File: config.mk
export PLATFORM = sky130hd
export DESIGN_NAME = diophantine_gcd_check
export DESIGN_NICKNAME = d
export VERILOG_FILES = /design/src/rtl/dgc_pkg.sv /design/src/rtl/dgc_sequencer.sv /design/src/rtl/dgc_datapath.sv /design/src/rtl/diophantine_gcd_check.sv
export SDC_FILE = /design/constraint.sdc
export NUM_CORES = 1
export LEC_CHECK = 0
export BUFFER_PORTS_ARGS = -buffer_cell sky130_fd_sc_hd__buf_2
export CAP_MARGIN = 5
export CORE_MARGIN = 8
export CORE_UTILIZATION = 60
export DETAILED_ROUTE_END_ITERATION = 10
export GPL_TIMING_DRIVEN = 0
export PLACE_DENSITY = 0.88
export RECOVER_POWER = 100
export SYNTH_ARGS = -nofsm -noshare
export SYNTH_HDL_FRONTEND = slang
export SYNTH_SLANG_ARGS = --single-unit
File: constraint.sdc
create_clock -name clk_i -period 5.03 [get_ports clk_i]
set_input_delay 0.503 -clock clk_i [delete_from_list [all_inputs] [get_ports clk_i]]
set_output_delay 0.503 -clock clk_i [all_outputs]
set_load 0.05 [all_outputs]
File: src/rtl/dgc_pkg.sv
// dgc_pkg: shared types, constants and the microcode table of diophantine_gcd_check
// used by dgc_sequencer, dgc_datapath and the top level; no dependencies
package dgc_pkg;

  localparam int unsigned WordWidthDefault = 32;
  localparam int unsigned FieldWidth       = 32;
  localparam int unsigned PcWidth          = 5;

  typedef logic [PcWidth-1:0] pc_t;

  // program entry points
  localparam pc_t PcIdle    = pc_t'(0);
  localparam pc_t PcEuclid  = pc_t'(3);
  localparam pc_t PcDivLoop = pc_t'(5);
  localparam pc_t PcKeepB   = pc_t'(7);
  localparam pc_t PcFinish  = pc_t'(8);
  localparam pc_t PcChkLoop = pc_t'(12);
  localparam pc_t PcEmitOk  = pc_t'(14);
  localparam pc_t PcFail    = pc_t'(16);
  localparam pc_t ProgLen   = pc_t'(18);

  typedef enum logic [3:0] {
    OP_NONE      = 4'd0,
    OP_TAKE      = 4'd1,
    OP_DIV_INIT  = 4'd2,
    OP_DIV_STEP  = 4'd3,
    OP_ROTATE    = 4'd4,
    OP_KEEP_B    = 4'd5,
    OP_LOAD_RHS  = 4'd6,
    OP_EMIT_OK   = 4'd7,
    OP_EMIT_FAIL = 4'd8
  } op_e;

  typedef enum logic [3:0] {
    COND_NEXT      = 4'd0,
    COND_ALWAYS    = 4'd1,
    COND_WAIT_IN   = 4'd2,
    COND_COEF_ZERO = 4'd3,
    COND_NOT_SEEN  = 4'd4,
    COND_A_ZERO    = 4'd5,
    COND_DIV_MORE  = 4'd6,
    COND_NOT_LAST  = 4'd7,
    COND_RHS_BAD   = 4'd8,
    COND_REM_NZ    = 4'd9,
    COND_WAIT_OUT  = 4'd10
  } cond_e;

  typedef struct packed {
    op_e   op;
    cond_e cond;
    pc_t   target;
  } ctrl_t;

  typedef struct packed {
    logic wait_in;
    logic coef_zero;
    logic not_seen;
    logic a_zero;
    logic div_more;
    logic not_last;
    logic rhs_bad;
    logic rem_nz;
    logic wait_out;
  } flags_t;

  function automatic ctrl_t ucode_word(op_e op, cond_e cond, pc_t target);
    ctrl_t w;
    w.op     = op;
    w.cond   = cond;
    w.target = target;
    return w;
  endfunction

  // control store: jump to target when cond holds, else fall through
  function automatic ctrl_t ucode_fetch(pc_t pc);
    ctrl_t w;
    unique case (pc)
      pc_t'(0):  w = ucode_word(OP_TAKE,      COND_WAIT_IN,   PcIdle);
      pc_t'(1):  w = ucode_word(OP_NONE,      COND_COEF_ZERO, PcFinish);
      pc_t'(2):  w = ucode_word(OP_NONE,      COND_NOT_SEEN,  PcKeepB);
      pc_t'(3):  w = ucode_word(OP_NONE,      COND_A_ZERO,    PcKeepB);
      pc_t'(4):  w = ucode_word(OP_DIV_INIT,  COND_NEXT,      PcIdle);
      pc_t'(5):  w = ucode_word(OP_DIV_STEP,  COND_DIV_MORE,  PcDivLoop);
      pc_t'(6):  w = ucode_word(OP_ROTATE,    COND_ALWAYS,    PcEuclid);
      pc_t'(7):  w = ucode_word(OP_KEEP_B,    COND_NEXT,      PcIdle);
      pc_t'(8):  w = ucode_word(OP_NONE,      COND_NOT_LAST,  PcIdle);
      pc_t'(9):  w = ucode_word(OP_NONE,      COND_RHS_BAD,   PcFail);
      pc_t'(10): w = ucode_word(OP_LOAD_RHS,  COND_NEXT,      PcIdle);
      pc_t'(11): w = ucode_word(OP_DIV_INIT,  COND_NEXT,      PcIdle);
      pc_t'(12): w = ucode_word(OP_DIV_STEP,  COND_DIV_MORE,  PcChkLoop);
      pc_t'(13): w = ucode_word(OP_NONE,      COND_REM_NZ,    PcFail);
      pc_t'(14): w = ucode_word(OP_EMIT_OK,   COND_WAIT_OUT,  PcEmitOk);
      pc_t'(15): w = ucode_word(OP_NONE,      COND_ALWAYS,    PcIdle);
      pc_t'(16): w = ucode_word(OP_EMIT_FAIL, COND_WAIT_OUT,  PcFail);
      pc_t'(17): w = ucode_word(OP_NONE,      COND_ALWAYS,    PcIdle);
      default:   w = ucode_word(OP_NONE,      COND_ALWAYS,    PcIdle);
    endcase
    return w;
  endfunction

endpackage

File: src/rtl/dgc_sequencer.sv
// dgc_sequencer: step counter, control store fetch and conditional jumps
// depends on dgc_pkg
module dgc_sequencer import dgc_pkg::*; (
  input  logic   clk_i,
  input  logic   rst_ni,
  input  flags_t flags_i,
  output ctrl_t  ctrl_o,
  output pc_t    pc_o
);

  pc_t   pc_q, pc_d;
  ctrl_t ctrl;
  logic  jump;

  assign ctrl = ucode_fetch(pc_q);

  always_comb begin
    unique case (ctrl.cond)
      COND_NEXT:      jump = 1'b0;
      COND_ALWAYS:    jump = 1'b1;
      COND_WAIT_IN:   jump = flags_i.wait_in;
      COND_COEF_ZERO: jump = flags_i.coef_zero;
      COND_NOT_SEEN:  jump = flags_i.not_seen;
      COND_A_ZERO:    jump = flags_i.a_zero;
      COND_DIV_MORE:  jump = flags_i.div_more;
      COND_NOT_LAST:  jump = flags_i.not_last;
      COND_RHS_BAD:   jump = flags_i.rhs_bad;
      COND_REM_NZ:    jump = flags_i.rem_nz;
      COND_WAIT_OUT:  jump = flags_i.wait_out;
      default:        jump = 1'b1;
    endcase
    pc_d = jump ? ctrl.target : pc_t'(pc_q + pc_t'(1));
  end

  always_ff @(posedge clk_i or negedge rst_ni) begin
    if (!rst_ni) begin
      pc_q <= PcIdle;
    end else begin
      pc_q <= pc_d;
    end
  end

  assign ctrl_o = ctrl;
  assign pc_o   = pc_q;

endmodule

File: src/rtl/dgc_datapath.sv
// dgc_datapath: operand registers, bit-serial remainder unit and result register
// depends on dgc_pkg; driven by the control word of dgc_sequencer
module dgc_datapath import dgc_pkg::*; #(
  parameter int unsigned WordWidth = WordWidthDefault
) (
  input  logic                  clk_i,
  input  logic                  rst_ni,
  input  ctrl_t                 ctrl_i,
  output flags_t                flags_o,
  input  logic                  in_valid_i,
  output logic                  in_ready_o,
  input  logic [FieldWidth-1:0] in_coef_i,
  input  logic [FieldWidth-1:0] in_rhs_i,
  input  logic                  in_known_i,
  input  logic                  in_last_i,
  output logic                  out_valid_o,
  input  logic                  out_ready_i,
  output logic                  out_solvable_o,
  output logic [FieldWidth-1:0] out_gcd_o
);

  localparam int unsigned CntWidth = $clog2(WordWidth + 1);

  logic signed [WordWidth-1:0] a_q, a_d, b_q, b_d, rhs_q, rhs_d;
  logic                        known_q, known_d, last_q, last_d, seen_q, seen_d;
  logic        [WordWidth-1:0] rem_q, rem_d, quo_q, quo_d, dsr_q, dsr_d;
  logic                        neg_q, neg_d;
  logic        [CntWidth-1:0]  cnt_q, cnt_d;
  logic                        out_valid_q, out_valid_d, out_solv_q, out_solv_d;
  logic        [FieldWidth-1:0] out_gcd_q, out_gcd_d;

  logic signed [WordWidth-1:0] coef_w, rhs_w;
  logic        [WordWidth-1:0] partial, b_mag, a_mag;
  logic                        out_free, in_fire, a_zero;

  // fields sign-extended or wrapped to the word width
  assign coef_w = WordWidth'(signed'(in_coef_i));
  assign rhs_w  = WordWidth'(signed'(in_rhs_i));

  assign in_fire  = in_valid_i && (ctrl_i.op == OP_TAKE);
  assign out_free = !out_valid_q || out_ready_i;
  assign a_zero   = (a_q == '0);
  assign b_mag    = b_q[WordWidth-1] ? WordWidth'(-b_q) : WordWidth'(b_q);
  assign a_mag    = a_q[WordWidth-1] ? WordWidth'(-a_q) : WordWidth'(a_q);
  assign partial  = {rem_q[WordWidth-2:0], quo_q[WordWidth-1]};

  always_comb begin
    a_d         = a_q;
    b_d         = b_q;
    rhs_d       = rhs_q;
    known_d     = known_q;
    last_d      = last_q;
    seen_d      = seen_q;
    rem_d       = rem_q;
    quo_d       = quo_q;
    dsr_d       = dsr_q;
    neg_d       = neg_q;
    cnt_d       = cnt_q;
    out_valid_d = out_valid_q && !out_ready_i;
    out_solv_d  = out_solv_q;
    out_gcd_d   = out_gcd_q;
    unique case (ctrl_i.op)
      OP_TAKE: begin
        if (in_fire) begin
          b_d     = coef_w;
          rhs_d   = rhs_w;
          known_d = in_known_i;
          last_d  = in_last_i;
        end
      end
      OP_DIV_INIT: begin
        rem_d = '0;
        quo_d = b_mag;
        dsr_d = a_mag;
        neg_d = b_q[WordWidth-1];
        cnt_d = CntWidth'(WordWidth);
      end
      OP_DIV_STEP: begin
        rem_d = (partial >= dsr_q) ? WordWidth'(partial - dsr_q) : partial;
        quo_d = {quo_q[WordWidth-2:0], 1'b0};
        cnt_d = CntWidth'(cnt_q - CntWidth'(1));
      end
      OP_ROTATE: begin
        b_d = a_q;
        a_d = neg_q ? WordWidth'(-rem_q) : rem_q;
      end
      OP_KEEP_B: begin
        a_d    = b_q;
        seen_d = 1'b1;
      end
      OP_LOAD_RHS: begin
        b_d = rhs_q;
      end
      OP_EMIT_OK, OP_EMIT_FAIL: begin
        if (out_free) begin
          out_valid_d = 1'b1;
          out_solv_d  = (ctrl_i.op == OP_EMIT_OK);
          out_gcd_d   = (ctrl_i.op == OP_EMIT_OK) ? FieldWidth'(a_q) : '0;
          a_d         = '0;
          seen_d      = 1'b0;
        end
      end
      default: begin
      end
    endcase
  end

  always_ff @(posedge clk_i or negedge rst_ni) begin
    if (!rst_ni) begin
      a_q         <= '0;
      seen_q      <= 1'b0;
      cnt_q       <= '0;
      out_valid_q <= 1'b0;
    end else begin
      a_q         <= a_d;
      seen_q      <= seen_d;
      cnt_q       <= cnt_d;
      out_valid_q <= out_valid_d;
    end
  end

  always_ff @(posedge clk_i) begin
    b_q        <= b_d;
    rhs_q      <= rhs_d;
    known_q    <= known_d;
    last_q     <= last_d;
    rem_q      <= rem_d;
    quo_q      <= quo_d;
    dsr_q      <= dsr_d;
    neg_q      <= neg_d;
    out_solv_q <= out_solv_d;
    out_gcd_q  <= out_gcd_d;
  end

  always_comb begin
    flags_o.wait_in   = !in_valid_i;
    flags_o.coef_zero = (b_q == '0);
    flags_o.not_seen  = !seen_q;
    flags_o.a_zero    = a_zero;
    flags_o.div_more  = (cnt_q != CntWidth'(1));
    flags_o.not_last  = !last_q;
    flags_o.rhs_bad   = !seen_q || !known_q || a_zero;
    flags_o.rem_nz    = (rem_q != '0);
    flags_o.wait_out  = !out_free;
  end

  assign in_ready_o     = (ctrl_i.op == OP_TAKE);
  assign out_valid_o    = out_valid_q;
  assign out_solvable_o = out_solv_q;
  assign out_gcd_o      = out_gcd_q;

endmodule

File: src/rtl/diophantine_gcd_check.sv
// diophantine_gcd_check: top level, solvability test of a1*x1+...+an*xn = c
// depends on dgc_pkg, dgc_sequencer and dgc_datapath
//
//   port group  dir  words                          handshake
//   s_axis      in   one coefficient, c on last     tvalid/tready, tlast ends equation
//   m_axis      out  solvable and gcd, once per eq  tvalid/tready
//
// each further nonzero coefficient folds into the running gcd by Euclid remainder steps
// the last item adds the divisibility check of c
// remainders come from a bit-serial restoring unit, one quotient bit per cycle
// s_axis_tready_o is high only in the fetch step; a full output word stalls only the emit step
// reset clears the step counter, running gcd, seen flag, division bit counter and output valid
module diophantine_gcd_check import dgc_pkg::*; #(
  parameter int unsigned WordWidth = WordWidthDefault
) (
  input  logic        clk_i,
  input  logic        rst_ni,
  input  logic        s_axis_tvalid_i,
  output logic        s_axis_tready_o,
  input  logic [63:0] s_axis_tdata_i,   // coefficient[31:0], rhs_value[63:32]
  input  logic        s_axis_tuser_i,   // rhs_known
  input  logic        s_axis_tlast_i,   // last
  output logic        m_axis_tvalid_o,
  input  logic        m_axis_tready_i,
  output logic [39:0] m_axis_tdata_o    // solvable[0], gcd_value[32:1], zero[39:33]
);

  ctrl_t                 ctrl;
  flags_t                flags;
  pc_t                   pc;
  logic                  out_solv;
  logic [FieldWidth-1:0] out_gcd;

  dgc_sequencer u_seq (
    .clk_i   (clk_i),
    .rst_ni  (rst_ni),
    .flags_i (flags),
    .ctrl_o  (ctrl),
    .pc_o    (pc)
  );

  dgc_datapath #(
    .WordWidth (WordWidth)
  ) u_dp (
    .clk_i          (clk_i),
    .rst_ni         (rst_ni),
    .ctrl_i         (ctrl),
    .flags_o        (flags),
    .in_valid_i     (s_axis_tvalid_i),
    .in_ready_o     (s_axis_tready_o),
    .in_coef_i      (s_axis_tdata_i[31:0]),
    .in_rhs_i       (s_axis_tdata_i[63:32]),
    .in_known_i     (s_axis_tuser_i),
    .in_last_i      (s_axis_tlast_i),
    .out_valid_o    (m_axis_tvalid_o),
    .out_ready_i    (m_axis_tready_i),
    .out_solvable_o (out_solv),
    .out_gcd_o      (out_gcd)
  );

  assign m_axis_tdata_o = {7'b0, out_gcd, out_solv};

  // step counter stays inside the program
  assert property (@(posedge clk_i) disable iff (!rst_ni) pc < ProgLen)
    else $error("step counter left the program");

  // the remainder unit never runs against a zero divisor
  assert property (@(posedge clk_i) disable iff (!rst_ni)
    (ctrl.op == OP_DIV_STEP) |-> !flags.a_zero)
    else $error("division step with zero divisor");

  // no result can appear right after a word is taken
  assert property (@(posedge clk_i) disable iff (!rst_ni)
    (s_axis_tvalid_i && s_axis_tready_o) |=> !$rose(m_axis_tvalid_o))
    else $error("result raised directly after input");

endmodule

# Word level (Yosys, flattened, before mapping)
# Memories as Yosys holds them, arrays and structs flattened.
# Cells that the tools add are included.
[totals]
regBits = 241
mem_bits_ro = 416
output_inout_bits = 42
word_cells = 87
n_memories = 1
[mem_list]
columns = ["memory", "words", "word_bits", "read_ports", "rd_ports_with_merged_regs", "write_ports", "line", "source"]
rows = [
  ["(no name shown)", 32, 13, 1, 0, 0, "dgc_pkg.sv:77", "unique case (pc)"],
]
[op_classes]
addsub = 6
order_cmp = 1
n_eq_ne = 20
mux = 17
reduce_logical = 26
[op_table]
columns = ["operator", "n"]
rows = [
  ["one-hot mux 32 bit (3 select lines)", 2],
  ["two-way mux 32 bit", 5],
  ["one-hot mux 32 bit (2 select lines)", 2],
  ["negation 32 bit", 3],
  ["zero test 32 bit", 2],
  ["equality test 4 x 3 -> 1 bit (second input constant)", 8],
  [">= comparator 32 bit", 1],
  ["nonzero test 32 bit", 1],
  ["subtractor 32 bit", 1],
  ["two-way mux 31 bit", 1],
  ["equality test 4 x 2 -> 1 bit (second input constant)", 4],
  ["equality test 4 bit (second input constant)", 4],
  ["one-hot mux 6 bit (2 select lines)", 1],
  ["one-hot mux 1 bit (10 select lines)", 1],
  ["AND reduction 2 bit", 5],
  ["zero test 1 bit", 7],
  ["!= test 6 x 1 -> 1 bit (second input constant)", 1],
  ["nonzero test 3 bit", 2],
  ["subtractor 6 x 1 -> 6 bit (second input constant)", 1],
  ["adder 5 x 1 -> 5 bit (second input constant)", 1],
  ["two-way mux 5 bit", 1],
  ["equality test 4 x 1 -> 1 bit (second input constant)", 1],
  ["zero test 4 bit", 1],
  ["!= test 2 x 1 -> 1 bit (second input constant)", 2],
  ["6 further kinds", 12],
]

# Logic depth before layout (Yosys ltp)
# Gate-level depths: netlist of run 1.
[depth]
word_depth = 5
ltp_mapped = 15

# By module
# Synthesis of run 1 repeated with hierarchy kept, for this count alone.
[unflattened]
cells_unflattened = 1430
area_unflattened_um2 = 14312.5
[modules_own_cells]
columns = ["mod", "n_inst", "cells_each", "area_per_inst_um2", "seq_area_each_um2"]
rows = [
  ["dgc_datapath", 1, 1330, 13474.2, 6886.6],
  ["dgc_sequencer", 1, 91, 774.5, 125.1],
  ["diophantine_gcd_check", 1, 9, 63.8, 0.0],
]

# Worst setup path before layout of run 1
# No wires, ideal clock.
[synth_timing]
path_type = "register to register"
startpoint = "register u_seq.pc_q[2], in the netlist u_seq.pc_o[2]"
endpoint = "register u_dp.b_q[0] (enable)"
setup_time_ps = 375
arrival_time_ps = 4673
required_time_ps = 4655
setup_slack_ps = -18
path_stages_with_launch = 9
n_path_buf = 2
period_less_slack_ps = 5048
path_cell_list = "dfrtp_1 clkbuf_1 nand2_1 a32o_1 and2_1 clkbuf_1 nor4_1 and2_1 or2_2"
[synth_via]
elab_chain_len = 5
word_cells_on_any_way = 8
cone_classes = "eq/ne: 4; reduce/logical: 3; memory: 1"
[synth_lines]
columns = ["item", "line", "source"]
rows = [
  ["from (decl)", "dgc_sequencer.sv:11", "pc_t pc_q, pc_d;"],
  ["from (signal assigned)", "dgc_sequencer.sv:37", "pc_q <= PcIdle;"],
  ["from (signal assigned)", "dgc_sequencer.sv:39", "pc_q <= pc_d;"],
  ["memory (32 x 13 bit) *", "--", ""],
  ["equality test 4 x 1 -> 1 bit *", "--", ""],
  ["named net s_axis_tready_o", "diophantine_gcd_check.sv:19", "output logic s_axis_tready_o,"],
  ["logical AND 1 bit", "dgc_datapath.sv:40", "assign in_fire = in_valid_i && (ctrl_i.op == OP_TAKE);"],
  ["!= test 2 x 1 -> 1 bit (no source line)", "--", ""],
  ["AND reduction 2 bit (no source line) *", "--", ""],
  ["to (signal assigned)", "dgc_datapath.sv:123", "b_q <= b_d;"],
  ["to (decl)", "dgc_datapath.sv:24", "logic signed [WordWidth-1:0] a_q, a_d, b_q, b_d, rhs_q, rhs_d;"],
]
# The timed path passes the listed nets; every way through them passes the cells marked *.
# A chain may end at the register's enable or synchronous reset.

# Worst setup path after layout of run 1
[layout_timing]
startpoint = "register u_seq.pc_q[0], in the netlist u_seq.pc_o[0]"
endpoint = "register u_dp.out_gcd_q[0], in the netlist u_dp.out_gcd_o[0] (enable)"
[layout_via]
elab_chain_len = 4
word_cells_on_any_way = 5
cone_classes = "eq/ne: 2; reduce/logical: 2; memory: 1"
[layout_lines]
columns = ["item", "line", "source"]
rows = [
  ["memory (32 x 13 bit) *", "--", ""],
  ["equality test 4 bit or equality test 4 x 3 -> 1 bit (tied branches)", "dgc_datapath.sv:62", "unique case (ctrl_i.op)"],
  ["OR reduction 2 bit *", "dgc_datapath.sv:62", ""],
  ["AND reduction 2 bit (no source line) *", "--", ""],
  ["to (signal assigned)", "dgc_datapath.sv:132", "out_gcd_q <= out_gcd_d;"],
  ["to (decl)", "dgc_datapath.sv:30", "logic [FieldWidth-1:0] out_gcd_q, out_gcd_d;"],
]
# Every way passes the cells marked *; elsewhere a longest branch is shown, timed or not.

==> flow_summary.yaml, run 1 <==
die:
  die_area_um2: 28500
  core_area_um2: 23200
  initial_utilization_pct: 60.3
  num_io_pins: 112
  std_cell_rows: 56
  die_h_um: 169
  die_w_um: 169
global_route:
  grt.overflow.total: 0
  grt_max_degree: 70
  grt_pass1_vias: 11600
  antenna_found_initial: 1
  grt_pass1_wl_um: 62300
  gr-usage-all-layers_pct: 27.4
clocking:
  clock_sinks: 241
  clockBufferDepth: 3
  post_cts_buffers: 0
  hold_buffers: 0
  htreeDepth: 1
  cts_buffers: 25
  cts_root_buf: "clkbuf_16"
  path_clk_slew_ns: 0.06
  cts.repair.resized: 0
  insertion_delay_ns: 0.54
  cts_tree: "built"
sta:
  min_period_ns: 4.42
  maxSlewViolCount: 80
  hold_violations: 0
  period_share_pct: 87.9
  worst_clock_skew_ns: 0.0130
  worst_pin_slew_ns: 2.37
  setup-violations-final: 0
  relSlewSlack_pct: -58.3
  max_freq_ghz: 0.226
  rsz0062_at_grt: "false"
worst_setup_path:
  cp-start-kind: "flip-flop"
  crit_top_cell: "clkbuf_1"
  critPathArrivalTime_ns: 4.59
  crit_chain: "clkbuf_1 -> inv_1 -> ha_1 -> mux2i_1 -> o22ai_1 -> and2_0 -> clkbuf_1 -> and3_1 -> clkbuf_1 -> o21ai_0 -> inv_1 -> clkbuf_2"
  crit_required_ns: 5.20
  crit_type: "reg -> reg"
  cp-end-kind: "flip-flop"
  slowest_stage: "clkbuf_2"
  path_max_fanout: 24
  r2r_cells: 12
  slowest_delay_ns: 0.62
cells_and_area:
  n_fill_cell: 1663
  area_growth_pct: 11.9
  fin_util_pct: 67.5
  antenna_cells: 0
  drive_gt1_share_pct: 8.95
  seqCellArea_um2: 7010
  layout.nets: 1626
  multiInputGateArea_um2: 6400
synth:
  synthFlopType: "edfxtp_1"
  synth-async-reset-ratio_pct: 18.7
  syn-mean-instance-area_um2: 10.2
  synth_edf_count: 196
  yosys.area.top_type: "edfxtp_1"
  yosys.area.top_type_share_pct: 42.1
  yosys-top-cells-area: "edfxtp_1 42%, dfrtp_1 8.0%, xnor2_1 4.5%"
  synth_seq_cells: 241
  ys_seq_area_share_pct: 50.1
  syn-cell-area_um2: 14000
  netlist_instances: 1374
  synth_cell_types: 74
  ys_warn_count: 0
worst_hold_path:
  hold_path_depth: 1
  hold_class: "in -> reg"
place:
  portBuffers: 104
  post-dp-hpwl_um: 29000
  place.gp.congestion: 0.940
drt:
  routed_via_density: 6.36
  drt_iter0_drc: 1398
  drc: 0
  wl_per_cell_um: 21.3
  dr.pass1.iters: 7
  ant_nets: 0
  num_vias: 11800
  wl_um: 39400
flow_run:
  max_cap_viol_count: 2
outcome:
  status: "finished, violations left"
  violations: "capacitance limit, slew limit"
==> worst paths after layout <==
check	start	endpoint	slack, ns
worst max-delay path	u_seq.pc_o[0]	u_dp.out_gcd_o[0]	0.61
worst min-delay path	s_axis_tdata_i[38]	u_dp.rhs_q[6]	0.14
worst max register to register	u_seq.pc_o[0]	u_dp.out_gcd_o[0]	0.61
worst min register to register	u_dp.cnt_q[5]	u_dp.cnt_q[5]	0.48
max in group asynchronous	rst_ni	u_dp.a_q[3]	2.98
min in group asynchronous	rst_ni	u_seq.pc_o[0]	0.68
==> layout make-up <==
| type | instances | share of cell area (%) |
|---|---|---|
| clock buffer | 27 | 4.04 |
| multi-input combinational | 996 | 40.9 |
| buffer | 85 | 2.25 |
| timing repair buffer | 105 | 3.07 |
| tap | 319 | 2.55 |
| sequential | 241 | 44.8 |
| inverter | 58 | 1.41 |
| clock inverter | 19 | 0.991 |
==> worst max-delay path: cells and delay by family (launching register included) <==
family          cells  cell delay [ns]
buf+inv             6             2.31
flops               1             0.43
simple gates        2             0.42
compound gates      2             0.39
fa+ha+maj           1             0.35
mux                 1             0.12
==> cell usage after synthesis, types with 3 or more instances <==
cell type    n
a211o_1      4
a211oi_1    11
a21o_1      17
a21oi_1     84
a221oi_1     3
a22oi_1     29
a31oi_1      3
a41oi_1      4
and2_1      38
and3_1       7
buf_1        6
buf_2        3
buf_4        8
clkbuf_1    67
dfrtp_1     45
edfxtp_1   196
ha_1        43
inv_1       58
mux2i_1     46
nand2_1    148
nand2b_1     8
nand3_1     15
nand3b_1     6
nand4_1     12
nor2_1      95
nor2b_1      7
nor3_1      16
nor4_1       8
nor4b_1      4
o211ai_1     3
o21a_1       9
o21ai_0    124
o21bai_1     4
o22ai_1      7
o31ai_1     32
o41ai_1     11
or2_2        7
or3_1       17
or4_1       14
xnor2_1     72
xor2_1      41
==> stage by stage <==
| step | setup WS, ns | instance area, µm² | TNS [ns] | std cells | hold slack [ns] |
|---|---|---|---|---|---|
| 3_3_place_gp | -0.404 | 14900 | -6.85 | 1803 | 0.468 |
| 5_1_grt | 0.309 | 15700 | 0 | 1850 | 0.130 |
| 4_1_cts | 0.797 | 15800 | 0 | 1850 | 0.129 |
| 6_report | 0.609 | 15700 | 0 | 1850 | 0.137 |
| 2_1_floorplan | 0.613 | 14000 | 0 | 1380 | 0.207 |
| 3_5_place_dp | 0.844 | 15000 | 0 | 1804 | 0.470 |
==> state kept, by name (all words and copies together) (netlist names) <==
| register | count |
|---|---|
| u_seq.pc_o | 5 |
| u_dp.known_q | 1 |
| u_dp.b_q | 32 |
| u_dp.cnt_q | 6 |
| u_dp.neg_q | 1 |
| u_dp.out_valid_o | 1 |
| u_dp.rhs_q | 32 |
| u_dp.a_q | 32 |
| u_dp.dsr_q | 32 |
| u_dp.seen_q | 1 |
| u_dp.out_gcd_o | 32 |
| u_dp.out_solvable_o | 1 |
| u_dp.quo_q | 32 |
| u_dp.rem_q | 32 |
| u_dp.last_q | 1 |
==> routing by layer <==
layer | vias to the layer above | track usage, % | share of wire, %
li1 | 5304 | - | -
met1 | 5549 | 35.3 | 40
met2 | 789 | 44.7 | 46
met3 | 120 | 5.78 | 10
met4 | 2 | 10.8 | 3.4
met5 | - | 0 | 0.033
==> logic make-up after synthesis <==
kind of cell / count (synthesis) / synth area share (%)
XOR/XNOR: 113 / 7.07
other: 1 / 0.0268
AO/OA/AOI/OAI: 366 / 16.3
flip-flops: 241 / 50.1
multiplexers: 48 / 3.53
buffers and inverters: 143 / 4.13
AND/OR/NAND/NOR: 418 / 14.8
adder cells (fa/ha/maj): 44 / 3.99
==> layout by cell type (no fill, tap or decap), types with 18 or more instances in the layout <==
cell and instances:
and2_0 25, edfxtp_1 196, ha_1 43, o31ai_1 32, buf_2 71, or3_1 18
dfrtp_1 45, clkbuf_16 25, o21ai_0 125, xnor2_1 72, mux2i_1 46, xor2_1 41
nor2_1 94, a21oi_1 84, clkbuf_1 110, inv_1 57, a22oi_1 29, nand2_1 148
Power of run 1 is not shown: default switching activity piles up to over one toggle a cycle in this logic, so the estimate is an artifact.
==> run 2: changes to the inputs <==
--- a/config.mk
+++ b/config.mk
@@ -12,3 +12,2 @@
 export DETAILED_ROUTE_END_ITERATION = 10
-export GPL_TIMING_DRIVEN = 0
 export PLACE_DENSITY = 0.88
==> constraint.sdc (replaced) <==
create_clock -name clk_i -period 5.03 [get_ports clk_i]
set_input_delay 1.006 -clock clk_i [delete_from_list [all_inputs] [get_ports clk_i]]
set_output_delay 1.006 -clock clk_i [all_outputs]
set_load 0.05 [all_outputs]
==> run 2 against run 1 <==
The flow still finishes with violations (capacitance limit, slew limit). First-iteration DRC count shrank 2.7%. Clock-buffer cell count grew 4. Via count shrank 2.6%. Design area shrank 1.2%. Sequential cell count is the same. Critical path type unchanged. Critical path depth shrank 3. Highest routed layer is now met4. Non-clock buffer count shrank 70. Setup slack gained 0.077 ns. Global-route usage shrank 1.4 points.
==> flow_summary.yaml, run 2 (synthesis results as in run 1) <==
drt:
  drc: 0
  ant_nets: 0
  wl_um: 37600
  dr.pass1.iters: 5
  routed_via_density: 6.44
  drt_iter0_drc: 1360
  num_vias: 11500
  wl_per_cell_um: 21.1
clocking:
  htreeDepth: 1
  clock_sinks: 241
  cts_buffers: 25
  clockBufferDepth: 3
  cts.repair.resized: 0
  cts_root_buf: "clkbuf_16"
  cts_tree: "built"
  post_cts_buffers: 0
  path_clk_slew_ns: 0.06
  insertion_delay_ns: 0.54
  hold_buffers: 0
sta:
  rsz0062_at_grt: "false"
  period_share_pct: 86.4
  max_freq_ghz: 0.230
  min_period_ns: 4.34
  fin_setup_tns_ns: 0
  hold_ws_ns: 0.504
  setup-violations-final: 0
  maxSlewViolCount: 282
  worst_clock_skew_ns: 0.0176
  relSlewSlack_pct: -79.4
  worst_pin_slew_ns: 2.69
  hold_violations: 0
cells_and_area:
  drive_gt1_share_pct: 9.38
  n_fill_cell: 1637
  layout.nets: 1556
  mostFrequentLayoutCell: "edfxtp_1"
  layout_common_cells: "196 x edfxtp_1, 148 x nand2_1, 125 x o21ai_0"
  final_area_um2: 15500
  antenna_cells: 0
  area_growth_pct: 10.6
die:
  die_h_um: 169
  die_area_um2: 28500
  core_area_um2: 23200
  die_w_um: 169
  std_cell_rows: 56
  initial_utilization_pct: 60.3
  num_io_pins: 112
worst_setup_path:
  crit_required_ns: 5.39
  critPathArrivalTime_ns: 4.71
  path_max_fanout: 26
  cp-end-kind: "flip-flop"
  crit_type: "reg -> reg"
  cp-start-kind: "flip-flop"
global_route:
  grt.overflow.total: 0
  gr-usage-all-layers_pct: 26.0
  antenna_found_initial: 0
  grt_pass1_wl_um: 59800
  grt_max_degree: 69
  grt_pass1_vias: 11000
outcome:
  status: "finished, violations left"
  violations: "capacitance limit, slew limit"
place:
  placed_area_um2: 14700
  portBuffers: 104
  post-dp-hpwl_um: 25900
  place.gp.congestion: 0.919
worst_hold_path:
  hold_class: "reg -> reg"
flow_run:
  max_cap_viol_count: 7
## run 2: cell count changes in the layout (fill, tap and decap cells not counted), sizes merged
cell / delta
inv: -1
clkinv: -6
clkinvlp: +1
bufinv: +2
clkbuf: -60
buf: -6
## run 2: per-layer routing
| metal | GRT usage [%] | vias to the layer above | part of all wire (%) |
|---|---|---|---|
| li1 | - | 5141 | - |
| met1 | 36.0 | 5451 | 40 |
| met2 | 41.4 | 786 | 46 |
| met3 | 4.94 | 86 | 11 |
| met4 | 7.10 | 0 | 2.5 |
| met5 | 0 | - | 0 |
## run 2: path summary, 6_finish.rpt
check,depth (start not counted),from,to,slack (ns)
setup / recovery,9,u_seq.pc_o[0],u_dp.rem_q[29],0.69
min in group asynchronous,1,rst_ni,u_seq.pc_o[2],1.31
hold reg to reg,1,u_dp.cnt_q[5],u_dp.cnt_q[5],0.50
max in group asynchronous,1,rst_ni,u_dp.a_q[8],2.18
hold / removal,1,u_dp.cnt_q[5],u_dp.cnt_q[5],0.50
setup reg to reg,9,u_seq.pc_o[0],u_dp.rem_q[29],0.69
## run 2: critical path: stages (launching register included)
cell and delay, ns:
dfrtp_1 0.61, inv_1 0.20, ha_1 0.30, nand2_1 0.09, nand2_1 0.06, nand2_1 0.19
nand3_1 0.36, nor2_1 1.56, nand2_1 0.47, o22ai_1 0.33
## run 2: final cells by class
type	count	area (µm²)	share of cell area, %
clock buffers	31	648	4.19
clock inverters	15	198	1.28
inverters	58	218	1.41
multi-input cells	996	6410	41.5
flip-flops and latches	241	7010	45.3
well taps	319	399	2.58
repair buffers	120	579	3.75
## run 2: per-stage QoR
step,instances,setup slack [ns],util [%]
2_1_floorplan,1380,0.613,-
3_3_place_gp,1734,1.33,63.6
3_5_place_dp,1734,1.17,63.6
4_1_cts,1780,1.03,67.2
5_1_grt,1780,0.414,66.7
6_report,1780,0.686,66.7
Power of run 2 is left out for the same reason.
==> run 3: changes to the inputs <==
Settings changed: CELL_PAD_IN_SITES_DETAIL_PLACEMENT set to 1, CELL_PAD_IN_SITES_GLOBAL_PLACEMENT set to 1, CORE_UTILIZATION 60 to 48, PLACE_DENSITY 0.88 to 0.84.
==> run 3 against run 2 <==
The flow still finishes with violations (capacitance limit, slew limit). Critical path depth rose by 2. Largest cell class unchanged. Cell count up 3.9%. Non-clock buffer count did not move. Highest routed layer unchanged.
==> flow_summary.yaml, run 3 (synthesis results as in run 1) <==
outcome:
  status: "finished, violations left"
  violations: "capacitance limit, slew limit"
clocking:
  cts_root_buf: "clkbuf_16"
  clockBufferDepth: 3
  cts_tree: "built"
  hold_buffers: 0
  path_clk_slew_ns: 0.06
  clock_sinks: 241
  htreeDepth: 1
  cts.repair.resized: 0
  cts_buffers: 27
  post_cts_buffers: 0
  insertion_delay_ns: 0.56
worst_setup_path:
  crit_required_ns: 5.42
  reg2reg_slack_ns: 0.71
  path_max_fanout: 68
  critPathArrivalTime_ns: 4.71
  cp-start-kind: "flip-flop"
  timing.rr.end: "u_dp.rem_q[31]"
  cp-end-kind: "flip-flop"
  r2r_cells: 11
  crit_type: "reg -> reg"
  r2r_start: "u_seq.pc_o[0]"
drt:
  num_vias: 11400
  routed_via_density: 6.17
  drt_iter0_drc: 947
  dr.pass1.iters: 5
  ant_nets: 0
  drc: 0
  wl_um: 43500
  wl_per_cell_um: 23.5
sta:
  relSlewSlack_pct: -86.9
  setup-violations-final: 0
  hold_violations: 0
  max_freq_ghz: 0.231
  maxSlewViolCount: 184
  hold_ws_ns: 0.534
  layout_setup_ws_ns: 0.708
  fin_setup_tns_ns: 0
  rsz0062_at_grt: "false"
  worst_pin_slew_ns: 2.80
  worst_clock_skew_ns: 0.0202
  period_share_pct: 85.9
  min_period_ns: 4.32
die:
  die_area_um2: 34900
  core_area_um2: 28700
  die_w_um: 187
  die_h_um: 187
  std_cell_rows: 62
  initial_utilization_pct: 48.7
  num_io_pins: 112
cells_and_area:
  antenna_cells: 0
  mostFrequentLayoutCell: "edfxtp_1"
  layout.nets: 1558
  multiInputGateArea_um2: 6430
  layout_common_cells: "196 x edfxtp_1, 148 x nand2_1, 125 x o21ai_0"
  area_growth_pct: 11.5
  fin_util_pct: 54.4
  drive_gt1_share_pct: 10.1
  seqCellArea_um2: 7010
  n_fill_cell: 3234
global_route:
  grt.overflow.total: 0
  grt_pass1_wl_um: 68700
  antenna_found_initial: 0
  grt_max_degree: 69
  grt_pass1_vias: 11800
  gr-usage-all-layers_pct: 24.2
place:
  place.gp.congestion: 0.834
  post-dp-hpwl_um: 30600
  portBuffers: 104
  dpl_worst_slack_ns: 1.21
worst_hold_path:
  hold_end: "u_dp.quo_q[2]"
  worst_hold_startpoint: "u_dp.quo_q[1]"
  hold_class: "reg -> reg"
  hold_path_depth: 2
flow_run:
  max_cap_viol_count: 4
[run 3: cell type report]
cell class	instances	area share, %
sequential	241	44.9
multi-input combinational	996	41.2
clock buffer	36	4.80
timing repair buffer	120	3.63
tap	384	3.08
inverter	58	1.40
clock inverter	14	0.922
[run 3: critical path, stage by stage, from the launching register on]
cell and delay, ns:
dfrtp_1 0.61, inv_1 0.20, ha_1 0.30, nand2_1 0.13
nand2_1 0.07, nand2_1 0.21, nand3_1 0.45, inv_2 0.16
clkbuf_2 1.39, and3_1 0.30, o311ai_0 0.13, nand3_1 0.20
[run 3: worst max path at each step]
stage	start	cells after the start	to
2_1_floorplan	u_seq.pc_o[2]	8	u_dp.b_q[0]
3_3_place_gp	u_dp.rem_q[2]	10	u_dp.rem_q[6]
3_5_place_dp	u_dp.rem_q[2]	10	u_dp.rem_q[6]
4_1_cts	u_seq.pc_o[0]	7	s_axis_tready_o
5_1_grt	u_seq.pc_o[0]	11	u_dp.rem_q[31]
6_report	u_seq.pc_o[0]	11	u_dp.rem_q[31]
[run 3: per-stage QoR]
| stage | instances | instance area (µm²) |
|---|---|---|
| 2_1_floorplan | 1380 | 14000 |
| 3_3_place_gp | 1799 | 14800 |
| 3_5_place_dp | 1799 | 14800 |
| 4_1_cts | 1849 | 15700 |
| 5_1_grt | 1849 | 15600 |
| 6_report | 1849 | 15600 |
[run 3: routing by layer]
metal / vias up / wire length, µm / GRT usage, %
met2: 431 / 20600 / 39.8
met5: - / 0 / 0
met4: 0 / 639 / 4.58
li1: 5143 / - / -
met1: 5777 / 19200 / 33.7
met3: 56 / 3120 / 3.78
Power of run 3 is left out for the same reason.
